<file path="config.mk">
export PLATFORM = sky130hd
export DESIGN_NAME = gfsk_iq_modulator_unit
export DESIGN_NICKNAME = d
export VERILOG_FILES = /design/src/rtl/gfsk_pkg.sv /design/src/rtl/gfsk_ctrl.sv /design/src/rtl/gfsk_dp.sv /design/src/rtl/gfsk_iq_modulator_unit.sv
export SDC_FILE = /design/constraint.sdc
export NUM_CORES = 1
export LEC_CHECK = 0
export ABC_AREA = 1
export BUFFER_PORTS_ARGS = -buffer_cell sky130_fd_sc_hd__buf_4
export CAP_MARGIN = 20
export CELL_PAD_IN_SITES_DETAIL_PLACEMENT = 2
export CELL_PAD_IN_SITES_GLOBAL_PLACEMENT = 2
export CORE_MARGIN = 5
export CORE_UTILIZATION = 32
export CTS_CLUSTER_SIZE = 30
export DETAILED_ROUTE_END_ITERATION = 8
export PLACE_DENSITY = 0.79
export SKIP_LAST_GASP = 1
export SYNTH_ARGS = -nofsm -noshare
export SYNTH_HDL_FRONTEND = slang
export SYNTH_HIERARCHICAL = 1
export SYNTH_SLANG_ARGS = --single-unit
</file>
<file path="constraint.sdc">
create_clock -name i_clk -period 6.62 [get_ports i_clk]
set_input_delay 1.324 -clock i_clk [delete_from_list [all_inputs] [get_ports i_clk]]
set_output_delay 1.324 -clock i_clk [all_outputs]
set_load 0.01 [all_outputs]
</file>
<file path="src/rtl/gfsk_pkg.sv">
package gfsk_pkg;

    // Modulation constants
    localparam int SAMPLES_PER_SYMBOL = 4;
    localparam int NUM_TAPS           = 16;
    localparam int FLUSH_LEN          = 15;
    localparam int PHASE_W            = 10;
    localparam int TAP_W              = 8;
    localparam int CFG_W              = 64;
    localparam int CFG_IDX_W          = 1;

    // Sequencer counter covers both the symbol and the flush run
    localparam int SPS_W   = $clog2(SAMPLES_PER_SYMBOL);
    localparam int FLUSH_W = $clog2(FLUSH_LEN);
    localparam int CNT_W   = (SPS_W > FLUSH_W) ? SPS_W : FLUSH_W;

    // Configuration register indexes
    typedef enum logic [CFG_IDX_W-1:0] {
        CFG_TAPS_LOW  = 1'b0,
        CFG_TAPS_HIGH = 1'b1
    } t_cfg_idx;

    // Sequencer states
    typedef enum logic [1:0] {
        ST_IDLE,
        ST_FIRST,
        ST_SYMBOL,
        ST_FLUSH
    } t_ctrl_state;

    // Input request payload
    typedef struct packed {
        logic bit_value;
        logic first_bit;
        logic last_bit;
    } t_in_item;

    // Output request payload
    typedef struct packed {
        logic signed [7:0] i_sample;
        logic signed [7:0] q_sample;
        logic              last_sample;
    } t_out_item;

    // Sequencer to datapath: one sample step
    typedef struct packed {
        logic issue;    // push one sample this cycle
        logic clear;    // clear line and phase, emit phase-zero pair
        logic imp_nz;   // impulse is nonzero
        logic imp_neg;  // nonzero impulse is -1
        logic last;     // final sample of the item
    } t_dp_cmd;

    // Datapath to sequencer
    typedef struct packed {
        logic adv;      // pipeline advances this cycle
    } t_dp_stat;

    // round(127*sin(pi/2 * r/256)), r = 0..256
    localparam logic [6:0] QSIN_TBL [0:256] = '{
          0,   1,   2,   2,   3,   4,   5,   5,   6,   7,
          8,   9,   9,  10,  11,  12,  12,  13,  14,  15,
         16,  16,  17,  18,  19,  19,  20,  21,  22,  22,
         23,  24,  25,  26,  26,  27,  28,  29,  29,  30,
         31,  32,  32,  33,  34,  35,  35,  36,  37,  38,
         38,  39,  40,  41,  41,  42,  43,  44,  44,  45,
         46,  46,  47,  48,  49,  49,  50,  51,  51,  52,
         53,  54,  54,  55,  56,  56,  57,  58,  58,  59,
         60,  61,  61,  62,  63,  63,  64,  65,  65,  66,
         67,  67,  68,  69,  69,  70,  71,  71,  72,  72,
         73,  74,  74,  75,  76,  76,  77,  78,  78,  79,
         79,  80,  81,  81,  82,  82,  83,  84,  84,  85,
         85,  86,  86,  87,  88,  88,  89,  89,  90,  90,
         91,  91,  92,  93,  93,  94,  94,  95,  95,  96,
         96,  97,  97,  98,  98,  99,  99, 100, 100, 101,
        101, 102, 102, 102, 103, 103, 104, 104, 105, 105,
        106, 106, 106, 107, 107, 108, 108, 109, 109, 109,
        110, 110, 111, 111, 111, 112, 112, 112, 113, 113,
        113, 114, 114, 114, 115, 115, 115, 116, 116, 116,
        117, 117, 117, 118, 118, 118, 118, 119, 119, 119,
        120, 120, 120, 120, 121, 121, 121, 121, 122, 122,
        122, 122, 122, 123, 123, 123, 123, 123, 124, 124,
        124, 124, 124, 124, 125, 125, 125, 125, 125, 125,
        125, 126, 126, 126, 126, 126, 126, 126, 126, 126,
        126, 126, 127, 127, 127, 127, 127, 127, 127, 127,
        127, 127, 127, 127, 127, 127, 127
    };

    // Full-wave sine by quarter-wave symmetry
    function automatic logic signed [7:0] gfsk_sin(input logic [PHASE_W-1:0] p);
        logic [1:0] quad;
        logic [8:0] idx;
        logic [7:0] mag;
        quad = p[PHASE_W-1:PHASE_W-2];
        idx  = quad[0] ? (9'd256 - {1'b0, p[7:0]}) : {1'b0, p[7:0]};
        mag  = {1'b0, QSIN_TBL[idx]};
        return quad[1] ? $signed(~mag + 8'd1) : $signed(mag);
    endfunction

endpackage

</file>
<file path="src/rtl/gfsk_ctrl.sv">
module gfsk_ctrl
    import gfsk_pkg::*;
(
    input  logic     i_clk,
    input  logic     i_rst_n,
    input  logic     i_valid,
    output logic     o_stall,
    input  t_in_item i_data,
    input  t_dp_stat i_stat,
    output t_dp_cmd  o_cmd
);

    t_ctrl_state      r_state, n_state;
    logic [CNT_W-1:0] r_cnt, n_cnt;
    t_in_item         r_item, n_item;

    logic w_sym_end;
    logic w_flush_end;
    logic w_done;
    logic w_accept;

    // End of the symbol run and of the flush run
    assign w_sym_end   = (r_cnt == CNT_W'(SAMPLES_PER_SYMBOL - 1));
    assign w_flush_end = (r_cnt == CNT_W'(FLUSH_LEN - 1));
    assign w_done      = i_stat.adv &&
                         (((r_state == ST_SYMBOL) && w_sym_end && !r_item.last_bit) ||
                          ((r_state == ST_FLUSH) && w_flush_end));
    assign w_accept    = i_valid && !o_stall;

    // Next state
    always_comb begin
        n_state = r_state;
        n_cnt   = r_cnt;
        n_item  = r_item;
        case (r_state)
            ST_IDLE: begin
                n_state = ST_IDLE;
            end
            ST_FIRST: begin
                if (i_stat.adv) begin
                    n_state = ST_SYMBOL;
                end
            end
            ST_SYMBOL: begin
                if (i_stat.adv) begin
                    if (w_sym_end) begin
                        n_cnt   = '0;
                        n_state = r_item.last_bit ? ST_FLUSH : ST_IDLE;
                    end else begin
                        n_cnt = CNT_W'(r_cnt + 1'b1);
                    end
                end
            end
            ST_FLUSH: begin
                if (i_stat.adv) begin
                    if (w_flush_end) begin
                        n_state = ST_IDLE;
                    end else begin
                        n_cnt = CNT_W'(r_cnt + 1'b1);
                    end
                end
            end
            default: begin
                n_state = ST_IDLE;
            end
        endcase
        // new request: taken when idle or on the final step of the previous one
        if (w_accept) begin
            n_item  = i_data;
            n_cnt   = '0;
            n_state = i_data.first_bit ? ST_FIRST : ST_SYMBOL;
        end
    end

    // Outputs
    always_comb begin
        o_cmd   = '0;
        o_stall = !((r_state == ST_IDLE) || w_done);
        case (r_state)
            ST_IDLE: begin
                o_cmd = '0;
            end
            ST_FIRST: begin
                o_cmd.issue = i_stat.adv;
                o_cmd.clear = 1'b1;
            end
            ST_SYMBOL: begin
                o_cmd.issue   = i_stat.adv;
                o_cmd.imp_nz  = (r_cnt == '0);
                o_cmd.imp_neg = !r_item.bit_value;
                o_cmd.last    = w_sym_end && !r_item.last_bit;
            end
            ST_FLUSH: begin
                o_cmd.issue = i_stat.adv;
                o_cmd.last  = w_flush_end;
            end
            default: begin
                o_cmd = '0;
            end
        endcase
    end

    // State registers
    always_ff @(posedge i_clk) begin
        if (!i_rst_n) begin
            r_state <= ST_IDLE;
            r_cnt   <= '0;
        end else begin
            r_state <= n_state;
            r_cnt   <= n_cnt;
        end
    end

    // Held request fields
    always_ff @(posedge i_clk) begin
        r_item <= n_item;
    end

endmodule

</file>
<file path="src/rtl/gfsk_dp.sv">
module gfsk_dp
    import gfsk_pkg::*;
(
    input  logic                 i_clk,
    input  logic                 i_rst_n,
    input  t_dp_cmd              i_cmd,
    output t_dp_stat             o_stat,
    input  logic                 i_cfg_we,
    input  logic [CFG_IDX_W-1:0] i_cfg_idx,
    input  logic [CFG_W-1:0]     i_cfg_data,
    output logic                 o_valid,
    input  logic                 i_stall,
    output t_out_item            o_data
);

    // Tap words
    logic [CFG_W-1:0] r_taps_lo;
    logic [CFG_W-1:0] r_taps_hi;

    // Impulse line: nonzero flag and sign per position
    logic [NUM_TAPS-1:0] r_imp_nz;
    logic [NUM_TAPS-1:0] r_imp_neg;
    logic [NUM_TAPS-1:0] n_imp_nz;
    logic [NUM_TAPS-1:0] n_imp_neg;

    // Filter stage
    logic               r_a_valid;
    logic               r_a_clear;
    logic               r_a_last;
    logic [PHASE_W-1:0] r_a_sum;

    // Phase stage
    logic               r_b_valid;
    logic               r_b_last;
    logic [PHASE_W-1:0] r_phase;

    // Output register
    logic      r_out_valid;
    t_out_item r_out;

    logic               w_adv;
    logic [TAP_W-1:0]   w_tap  [NUM_TAPS];
    logic [PHASE_W-1:0] w_term [NUM_TAPS];
    logic [PHASE_W-1:0] w_l1   [8];
    logic [PHASE_W-1:0] w_l2   [4];
    logic [PHASE_W-1:0] w_l3   [2];
    logic [PHASE_W-1:0] w_sum;

    // Whole pipeline moves when the output register is free or being taken
    assign w_adv      = !r_out_valid || !i_stall;
    assign o_stat.adv = w_adv;

    // Configuration writes
    always_ff @(posedge i_clk) begin
        if (!i_rst_n) begin
            r_taps_lo <= '0;
            r_taps_hi <= '0;
        end else if (i_cfg_we) begin
            case (t_cfg_idx'(i_cfg_idx))
                CFG_TAPS_LOW:  r_taps_lo <= i_cfg_data;
                CFG_TAPS_HIGH: r_taps_hi <= i_cfg_data;
                default: begin
                    r_taps_lo <= r_taps_lo;
                end
            endcase
        end
    end

    // Line after this step's shift
    always_comb begin
        if (i_cmd.clear) begin
            n_imp_nz  = '0;
            n_imp_neg = '0;
        end else begin
            n_imp_nz  = {r_imp_nz[NUM_TAPS-2:0], i_cmd.imp_nz};
            n_imp_neg = {r_imp_neg[NUM_TAPS-2:0], i_cmd.imp_neg};
        end
    end

    // Per-tap terms, modulo the phase range
    always_comb begin
        for (int k = 0; k < NUM_TAPS; k++) begin
            logic [PHASE_W-1:0] ext;
            w_tap[k] = (k < NUM_TAPS / 2) ? r_taps_lo[(k % 8) * TAP_W +: TAP_W]
                                          : r_taps_hi[(k % 8) * TAP_W +: TAP_W];
            ext = {{(PHASE_W - TAP_W){w_tap[k][TAP_W-1]}}, w_tap[k]};
            if (!n_imp_nz[k]) begin
                w_term[k] = '0;
            end else if (n_imp_neg[k]) begin
                w_term[k] = ~ext + 1'b1;
            end else begin
                w_term[k] = ext;
            end
        end
    end

    // Adder tree
    always_comb begin
        for (int k = 0; k < 8; k++) begin
            w_l1[k] = w_term[2*k] + w_term[2*k+1];
        end
        for (int k = 0; k < 4; k++) begin
            w_l2[k] = w_l1[2*k] + w_l1[2*k+1];
        end
        for (int k = 0; k < 2; k++) begin
            w_l3[k] = w_l2[2*k] + w_l2[2*k+1];
        end
        w_sum = w_l3[0] + w_l3[1];
    end

    // Impulse line and filter stage control
    always_ff @(posedge i_clk) begin
        if (!i_rst_n) begin
            r_imp_nz  <= '0;
            r_imp_neg <= '0;
            r_a_valid <= 1'b0;
        end else if (w_adv) begin
            r_a_valid <= i_cmd.issue;
            if (i_cmd.issue) begin
                r_imp_nz  <= n_imp_nz;
                r_imp_neg <= n_imp_neg;
            end
        end
    end

    // Filter stage payload
    always_ff @(posedge i_clk) begin
        if (w_adv && i_cmd.issue) begin
            r_a_sum   <= w_sum;
            r_a_clear <= i_cmd.clear;
            r_a_last  <= i_cmd.last;
        end
    end

    // Phase accumulator
    always_ff @(posedge i_clk) begin
        if (!i_rst_n) begin
            r_b_valid <= 1'b0;
            r_phase   <= '0;
        end else if (w_adv) begin
            r_b_valid <= r_a_valid;
            if (r_a_valid) begin
                r_phase <= r_a_clear ? '0 : PHASE_W'(r_phase + r_a_sum);
            end
        end
    end

    always_ff @(posedge i_clk) begin
        if (w_adv && r_a_valid) begin
            r_b_last <= r_a_last;
        end
    end

    // I/Q lookup into the output register
    always_ff @(posedge i_clk) begin
        if (!i_rst_n) begin
            r_out_valid <= 1'b0;
        end else if (w_adv) begin
            r_out_valid <= r_b_valid;
        end
    end

    always_ff @(posedge i_clk) begin
        if (w_adv && r_b_valid) begin
            r_out.i_sample    <= gfsk_sin(PHASE_W'(r_phase + 10'd256));
            r_out.q_sample    <= gfsk_sin(r_phase);
            r_out.last_sample <= r_b_last;
        end
    end

    assign o_valid = r_out_valid;
    assign o_data  = r_out;

endmodule

</file>
<file path="src/rtl/gfsk_iq_modulator_unit.sv">
// GFSK I/Q modulator: one data bit in, SAMPLES_PER_SYMBOL I/Q pairs out, one
// more with first_bit and 15 more with last_bit. Pairs pass the filter stage,
// phase stage and output register. Throughput: one pair per cycle while not
// stalled, set by the single-issue step sequencer.
// Reset (i_rst_n low, synchronous): taps, impulse line and phase cleared.
module gfsk_iq_modulator_unit
    import gfsk_pkg::*;
(
    input  logic                 i_clk,
    input  logic                 i_rst_n,
    // input requests
    input  logic                 i_valid,
    output logic                 o_stall,
    input  t_in_item             i_data,
    // output requests
    output logic                 o_valid,
    input  logic                 i_stall,
    output t_out_item            o_data,
    // configuration
    input  logic                 i_cfg_we,
    input  logic [CFG_IDX_W-1:0] i_cfg_idx,
    input  logic [CFG_W-1:0]     i_cfg_data
);

    t_dp_cmd  w_cmd;
    t_dp_stat w_stat;

    // Step sequencer
    gfsk_ctrl u_ctrl (
        .i_clk   (i_clk),
        .i_rst_n (i_rst_n),
        .i_valid (i_valid),
        .o_stall (o_stall),
        .i_data  (i_data),
        .i_stat  (w_stat),
        .o_cmd   (w_cmd)
    );

    // Filter, phase accumulator and I/Q lookup
    gfsk_dp u_dp (
        .i_clk      (i_clk),
        .i_rst_n    (i_rst_n),
        .i_cmd      (w_cmd),
        .o_stat     (w_stat),
        .i_cfg_we   (i_cfg_we),
        .i_cfg_idx  (i_cfg_idx),
        .i_cfg_data (i_cfg_data),
        .o_valid    (o_valid),
        .i_stall    (i_stall),
        .o_data     (o_data)
    );

endmodule
</file>
# Word level (Yosys, flattened, before mapping)
# Memories as Yosys holds them, arrays and structs flattened.
# Index checks and enable logic that the tools add are counted.
word_totals:
  reg_bits: 209
  romBits: 7168
  wordCells: 187
  memories: 2
op_classes:
  add_sub_neg: 38
  magnitude_cmp: 2
  eq_ne: 13
  muxes: 61
  bitwise_logic: 22
  reduce_logical: 28
mem_list:
  columns: ["memory", "depth", "width", "read_ports", "rd_clocked_by_memory_dff", "wr", "line_no", "text"]
  rows:
  - ["(name not given)", 512, 7, 1, 0, 0, "gfsk_pkg.sv:96", "mag = {1'b0, QSIN_TBL[idx]};"]
  - ["(name not given)", 512, 7, 1, 0, 0, "gfsk_pkg.sv:96", null]
op_table:
  columns: ["operator", "n"]
  rows:
  - ["2-to-1 mux 10 bit", 33]
  - ["adder 10 x 1 -> 10 bit (second input constant)", 16]
  - ["adder 10 bit", 16]
  - ["inverter 10 bit", 16]
  - ["2-to-1 mux 7 bit", 6]
  - ["2-to-1 mux 16 bit", 2]
  - [">= comparator 10 bit (second input constant)", 2]
  - ["inverter 9 -> 10 bit", 2]
  - ["2-to-1 mux 2 bit", 9]
  - ["2-to-1 mux 9 bit", 2]
  - ["subtractor 9 x 8 -> 9 bit (first input constant)", 2]
  - ["adder 8 x 1 -> 8 bit (second input constant)", 2]
  - ["2-to-1 mux 4 bit", 4]
  - ["inverter 7 -> 8 bit", 2]
  - ["inequality test 3 x 1 -> 1 bit (second input constant)", 5]
  - ["adder 10 x 9 -> 10 bit (second input constant)", 1]
  - ["logical AND 1 bit", 9]
  - ["one-hot mux 2 bit (4 select lines)", 1]
  - ["one-hot mux 4 bit (2 select lines)", 1]
  - ["AND reduction 2 bit", 4]
  - ["logical NOT 1 bit", 5]
  - ["AND reduction 5 bit", 1]
  - ["adder 4 x 1 -> 4 bit (second input constant)", 1]
  - ["== test 2 bit (second input constant)", 2]
  - ["15 further kinds", 20]

# Depth between registers and ports, before layout
# Gate-level depths: netlist of the first run.
depth:
  ltp_word: 10
  mapped_depth: 35
  depth_no_buf: 33

# Cells and area by module
# Netlist of the first run, hierarchy kept.
by_module_without_submodules:
  columns: ["mod", "instances", "cells_each", "area_each_um2"]
  rows:
  - ["gfsk_dp", 1, 2567, 17250.3]
  - ["gfsk_ctrl", 1, 82, 621.8]

# Worst setup path after synthesis of the first run
# Ideal clock, no wire load.
synth_timing:
  path_type: "register -> register"
  start: "reg u_ctrl.r_state[1]"
  end: "reg u_dp.r_a_sum[9] (data pin)"
  setup_ps: 254
  arrival_time_ps: 6386
  required_time_ps: 6366
  slack_ps: -20
  path_stages_with_launch: 33
  n_path_buf: 2
  period_less_slack_ps: 6640
  cell_sequence: "dfxtp_1 -> inv_1 -> ha_1 -> buf_2 -> clkbuf_1 -> nor2_1 -> inv_1 -> a31oi_1 -> xor2_1 -> nand2_1 -> fa_1 -> inv_1 -> fa_1 -> fa_1 -> fa_1 -> fa_1 -> inv_1 -> fa_1 -> inv_1 -> ha_1 -> a21oi_1 -> nand2_1 -> a21oi_1 -> o21bai_1 -> nand2_1 -> nand2_1 -> a21oi_1 -> inv_1 -> nand2_1 -> nand2_1 -> nand3b_1 -> nand4_1 -> nand2_1"
synth_rtl:
  columns: ["item", "line_no", "text"]
  rows:
  - ["from (decl)", "gfsk_ctrl.sv:13", "t_ctrl_state r_state, n_state;"]
  - ["from (signal assigned)", "gfsk_ctrl.sv:109", "r_state <= n_state;"]
  - ["to (signal assigned)", "gfsk_dp.sv:129", "r_a_sum <= w_sum;"]
  - ["to (decl)", "gfsk_dp.sv:30", "logic [PHASE_W-1:0] r_a_sum;"]

==> flow_metrics.env, run 1 <==
export IMPL_path_class="flop to flop"
export IMPL_design_area_um2=21600
export IMPL_grtUsageTotal_pct=24.0
export IMPL_fmax_mhz=150
export IMPL_worstHoldStart="u_dp/r_b_last"
export IMPL_start_util_pct=32.4
export IMPL_met1_length_um=31800
export IMPL_ys_types=45
export IMPL_synthCells=2649
export IMPL_place_congestion=0.916
export IMPL_num_vias=19000
export IMPL_status="complete, but fails checks"
export IMPL_clk_latency_ns=0.56
export IMPL_tns_ns=-0.0654
export IMPL_cts_max_level=1
export IMPL_clk_pin_slew_worst_paths_ns=0.07
export IMPL_powerDensity_nw_per_um2=289
export IMPL_synth_nets=2900
export IMPL_syn_cell_area_um2=17900
export IMPL_place_area_um2=19900
export IMPL_area_growth_pct=20.7
export IMPL_hold_violations=0
export IMPL_maxCapViolCount=0
export IMPL_arrival_ns=7.01
export IMPL_drt_iter0_markers=805
export IMPL_async_flop_share_pct=0
export IMPL_antenna_found_initial=0
export IMPL_pre_cts_ws_ns=-0.230
export IMPL_power_frac_comb_pct=51.0
export IMPL_top_layer_used="met4"
export IMPL_dominantRegCellSynth="dfxtp_1"
export IMPL_design_core_area_um2=55200
export IMPL_ir_drop_mv=0.183
export IMPL_num_fill_cells=6529
export IMPL_synth_warnings=6
export IMPL_synth_edf_count=32
export IMPL_drive_gt1_share_pct=16.1
export IMPL_violations="setup timing"
export IMPL_cpPeakStageDelay_ns=0.57
export IMPL_crit_slowest_cell="fa_1"
export IMPL_final_antenna_net_count=0
export IMPL_globalRouteOverflowTotal=0
export IMPL_n_antenna_cell=0
export IMPL_yosysSeqAreaShare_pct=25.2
export IMPL_final_core_util_pct=39.1
export IMPL_die_height_um=246
export IMPL_finClkSkew_ns=0.0127
export IMPL_via_per_inst=5.32
export IMPL_wire_per_inst_um=22.2
export IMPL_fp_row_count=86
export IMPL_clockBufferDepth=3
export IMPL_p_seq_share_pct=25.1
export IMPL_slew_violations=0
export IMPL_drtPass1Iterations=5
export IMPL_start_kind="flop"
export IMPL_internal_power_mw=3.45
export IMPL_most_common_layout_cells="569 x nand2_1, 381 x inv_1, 276 x a21oi_1"
export IMPL_grt_pass1_vias=20600
export IMPL_crit_start="u_ctrl/r_state[1]"
export IMPL_drc=0
export IMPL_clock_sinks=209
export IMPL_die_width_um=246
export IMPL_worst_pin_slew_ns=1.05
export IMPL_regArea_um2=4510
export IMPL_setup_violations=1
export IMPL_io_pins=92
export IMPL_drt_total_wl_um=79200
export IMPL_p_sw_share_pct=44.7
export IMPL_power_switching_mw=2.79
export IMPL_dr_wl_met3_um=2010
export IMPL_wl_met2_um=42200
export IMPL_power_mw=6.24
export IMPL_rsz0062_at_grt="true"
export IMPL_rr_startpoint="u_ctrl/r_state[1]"
export IMPL_hpwl_um=58000
export IMPL_crit_path_frequent_cell="nand2_1"
export IMPL_nets=3056
export IMPL_slew_headroom_pct=29.7
export IMPL_critPathMaxFanout=6
export IMPL_synth_seq_cells=209
export IMPL_cts_buffers=27
export IMPL_cp_end_kind="flop"
export IMPL_grt_pass1_wl_um=116000
export IMPL_required_ns=6.94
export IMPL_final_period_utilization_pct=101
export IMPL_cts_root_buf="clkbuf_16"
export IMPL_hp_class="flop to flop"
export IMPL_die_area_um2=60700
export IMPL_grt_max_degree=98
export IMPL_layout_commonest_cell="nand2_1"
export IMPL_synth_avg_cell_area_um2=6.75
export IMPL_p_clk_share_pct=23.9
export IMPL_fin_crit_ns=6.69
export IMPL_io_buffers=91
export IMPL_timing_final_ws_setup_ns=-0.0654
export IMPL_multiInputGateArea_um2=11900
export IMPL_tritoncts="built"
export IMPL_leakagePower_nw=9.65
[critical path, delay by kind of cell, from the launching register on]
kind / cells / cell delay, ns
adder cells (fa/ha/maj): 8 / 3.58
flip-flops: 1 / 0.34
AO/OA/AOI/OAI: 3 / 0.43
buffers and inverters: 8 / 0.62
AND/OR/NAND/NOR: 12 / 1.47
[layout make-up]
cell class / count / share of cell area [%]
multi-input cells: 1930 / 55.2
flip-flops and latches: 209 / 20.9
repair buffers: 217 / 8.19
inverters: 420 / 7.33
well taps: 748 / 4.34
clock buffers: 38 / 3.51
clock inverters: 11 / 0.510
[path summary, 6_finish.rpt]
kind / to / slack [ns] / depth (start not counted)
hold reg to reg: u_dp/o_data[0] / 0.43 / 0
hold / removal: u_dp/o_data[0] / 0.43 / 0
setup reg to reg: u_dp/r_a_sum[9] / -0.07 / 31
setup / recovery: u_dp/r_a_sum[9] / -0.07 / 31
[power by group through the flow]
| stage | registers (mW) | logic (mW) | clock network, mW |
|---|---|---|---|
| 2_1_floorplan | 1.55 | 1.86 | 0 |
| 3_3_place_gp | 1.57 | 2.71 | 0 |
| 3_5_place_dp | 1.58 | 2.88 | 0 |
| 4_1_cts | 1.56 | 2.97 | 1.52 |
| 5_1_grt | 1.58 | 3.50 | 1.57 |
| 6_report | 1.57 | 3.18 | 1.49 |
[timing repair]
item,CTS,global route
resized for setup,38,160
setup endpoints to repair,2,2
hold buffers,0,0
gates cloned,0,3
buffers inserted,0,18
pin swaps,10,61
[stage by stage]
stage	hold slack, ns	cells
floorplan	0.400	2649
global placement	0.403	3502
detailed placement	0.407	3502
CTS	0.421	3551
global route	0.440	3573
finish	0.432	3573
[sequential cells by signal, summed over array words and instances, names as in the netlist]
name / flops
u_dp/r_phase: 10
u_ctrl/r_state: 2
u_dp/r_a_last: 1
u_dp/o_valid: 1
u_dp/r_a_clear: 1
u_dp/r_a_sum: 10
u_dp/r_imp_neg: 15
u_dp/r_imp_nz: 15
u_dp/r_taps_lo: 64
u_dp/o_data: 17
u_ctrl/r_item: 2
u_dp/r_taps_hi: 64
u_ctrl/r_cnt: 4
u_dp/r_a_valid: 1
u_dp/r_b_last: 1
u_dp/r_b_valid: 1
[cells in the mapped netlist, drive strengths merged, types with 6 or more instances]
cell type,n,area share (%)
a21oi,291,8.2
a31oi,15,0.53
a32oi,6,0.29
buf,36,1.2
clkbuf,54,1.1
dfxtp,177,20
edfxtp,32,5.4
fa,116,13
ha,62,4.3
inv,420,8.8
nand2,605,13
nand3,224,6.6
nand3b,9,0.38
nand4,12,0.42
nor2,167,3.6
nor3,51,1.5
nor3b,7,0.29
o21a,7,0.29
o21ai,300,8.4
o31ai,6,0.25
xnor2,12,0.59
xor2,21,1.0
[kinds of logic (layout without fill, tap and decap cells)]
logic type      count (synthesis)  after routing  synth area share (%)
simple gates                 1080           1080                  26.1
flops                         209            209                  25.2
compound gates                639            639                  18.5
xor+xnor                       33             33                  1.62
buf+inv                       510            686                  11.2
fa+ha+maj                     178            178                  17.3
[layer usage]
layer,vias up,track usage (%)
li1,8919,-
met1,9626,27.9
met2,309,45.8
met3,146,2.29
met4,0,8.19
met5,-,0
No activity file was read; power rests on OpenSTA's default activity.
==> run 2, diff against run 1 <==
PLACE_DENSITY = default   (was 0.79)
PLACE_DENSITY_LB_ADDON = 0.1   (was default)
==> flow_metrics.env, run 2 (synthesized netlist as in run 1, its figures left out) <==
export IMPL_design_core_area_um2=55200
export IMPL_place_congestion=0.867
export IMPL_final_period_utilization_pct=97.8
export IMPL_crit_slowest_cell="fa_1"
export IMPL_grt_pass1_wl_um=112000
export IMPL_drive_gt1_share_pct=15.5
export IMPL_final_core_util_pct=38.9
export IMPL_power_switching_mw=2.70
export IMPL_clk_latency_ns=0.58
export IMPL_tritoncts="built"
export IMPL_most_common_layout_cells="572 x nand2_1, 386 x inv_1, 273 x a21oi_1"
export IMPL_postCtsHoldBufs=0
export IMPL_timing_final_ws_setup_ns=0.145
export IMPL_hold_violations=0
export IMPL_maxCapViolCount=0
export IMPL_num_vias=18400
export IMPL_globalRouteOverflowTotal=0
export IMPL_drt_total_wl_um=74300
export IMPL_cp_num_buf_inv=8
export IMPL_cts_root_buf="clkbuf_16"
export IMPL_hp_class="flop to flop"
export IMPL_critPathMaxFanout=5
export IMPL_p_seq_share_pct=25.8
export IMPL_ir_drop_mv=0.208
export IMPL_hpwl_um=58000
export IMPL_drc=0
export IMPL_cts_buffers=27
export IMPL_final_antenna_net_count=0
export IMPL_drt_iter0_markers=714
export IMPL_clockBufferDepth=3
export IMPL_cp_end_kind="flop"
export IMPL_io_pins=92
export IMPL_io_buffers=91
export IMPL_clock_sinks=209
export IMPL_layout_commonest_cell="nand2_1"
export IMPL_fmax_mhz=154
export IMPL_nets=3021
export IMPL_setup_violations=0
export IMPL_power_frac_comb_pct=49.6
export IMPL_n_antenna_cell=0
export IMPL_antenna_found_initial=1
export IMPL_die_width_um=246
export IMPL_grt_max_degree=75
export IMPL_fp_row_count=86
export IMPL_die_area_um2=60700
export IMPL_final_cell_count_no_fill=3538
export IMPL_cpLargestDelayFamily="adder cells"
export IMPL_fin_crit_ns=6.47
export IMPL_area_growth_pct=20.1
export IMPL_start_kind="flop"
export IMPL_worst_pin_slew_ns=1.10
export IMPL_cts_max_level=1
export IMPL_slew_headroom_pct=26.2
export IMPL_grt_pass1_vias=20300
export IMPL_pre_cts_ws_ns=-0.272
export IMPL_required_ns=6.96
export IMPL_finClkSkew_ns=0.0267
export IMPL_powerDensity_nw_per_um2=283
export IMPL_p_sw_share_pct=44.4
export IMPL_die_height_um=246
export IMPL_place_inst=3474
export IMPL_leakagePower_nw=9.51
export IMPL_slew_violations=0
export IMPL_drtPass1Iterations=4
export IMPL_path_class="flop to flop"
export IMPL_clk_pin_slew_worst_paths_ns=0.06
export IMPL_arrival_ns=6.81
export IMPL_p_clk_share_pct=24.6
export IMPL_status="complete, no violations"
export IMPL_start_util_pct=32.4
export IMPL_internal_power_mw=3.38
export IMPL_grtUsageTotal_pct=23.2
export IMPL_num_fill_cells=6564
export IMPL_wire_per_inst_um=21.0
export IMPL_via_per_inst=5.21
export IMPL_cpPeakStageDelay_ns=0.58
[run 2: cell types whose count changed in the layout (fill, tap and decap cells not counted), moves of 5 or more]
cell / previous run / this run
fa_2: 14 / 19
fa_1: 102 / 97
nor3_2: 15 / 20
inv_1: 381 / 386
o21ai_1: 31 / 43
nor3_1: 36 / 27
o21ai_0: 256 / 245
inv_2: 37 / 30
buf_4: 207 / 170
inv_4: 0 / 6
[run 2: timing repair]
| item | 4_1_cts | 5_1_grt |
|---|---|---|
| resized for setup | 26 | 210 |
| buffers inserted | 0 | 13 |
| setup endpoints to repair | 2 | 3 |
| endpoints found under the hold margin | 0 | 0 |
| pin swaps | 5 | 78 |
| gates cloned | 0 | 1 |
[run 2: area by class of cell]
class	instances	area (µm²)	share of cell area (%)
multi-input combinational	1930	12000	56.1
sequential	209	4510	21.0
inverter	420	1590	7.39
timing repair buffer	182	1500	6.98
tap	748	936	4.36
clock buffer	38	790	3.68
clock inverter	11	105	0.490
[run 2: path summary, 6_finish.rpt]
kind / slack, ns / end / start / cells past startpoint
setup / recovery: 0.15 / u_dp/r_a_sum[9] / u_ctrl/r_state[1] / 31
hold / removal: 0.44 / u_dp/r_b_last / u_dp/r_a_last / 0
setup reg to reg: 0.15 / u_dp/r_a_sum[9] / u_ctrl/r_state[1] / 31
hold reg to reg: 0.44 / u_dp/r_b_last / u_dp/r_a_last / 0
[run 2: power groups by stage]
stage | combinational [mW] | sequential [mW] | clock, mW
2_1_floorplan | 1.86 | 1.55 | 0
3_3_place_gp | 2.68 | 1.58 | 0
3_5_place_dp | 2.81 | 1.59 | 0
4_1_cts | 2.85 | 1.56 | 1.55
5_1_grt | 3.36 | 1.58 | 1.59
6_report | 3.02 | 1.57 | 1.49
[run 2: metrics by stage]
| stage | setup TNS, ns | area (µm²) | hold WS, ns | total power [mW] |
|---|---|---|---|---|
| after floorplan | 0 | 17900 | 0.400 | 3.41 |
| after global placement | -0.146 | 19700 | 0.401 | 4.26 |
| after detailed placement | -0.311 | 19700 | 0.426 | 4.39 |
| after CTS | 0 | 20700 | 0.443 | 5.95 |
| after global routing | -0.120 | 21500 | 0.458 | 6.54 |
| final | 0 | 21500 | 0.439 | 6.08 |
[run 2: metal layers]
metal / global-route usage (%) / up-vias / share of wire, % / wire length [µm]
li1: - / 8848 / - / -
met1: 27.2 / 9280 / 41 / 30600
met2: 44.7 / 175 / 53 / 39400
met3: 1.91 / 119 / 1.8 / 1320
met4: 7.34 / 2 / 3.9 / 2880
met5: 0 / - / 0.015 / 11
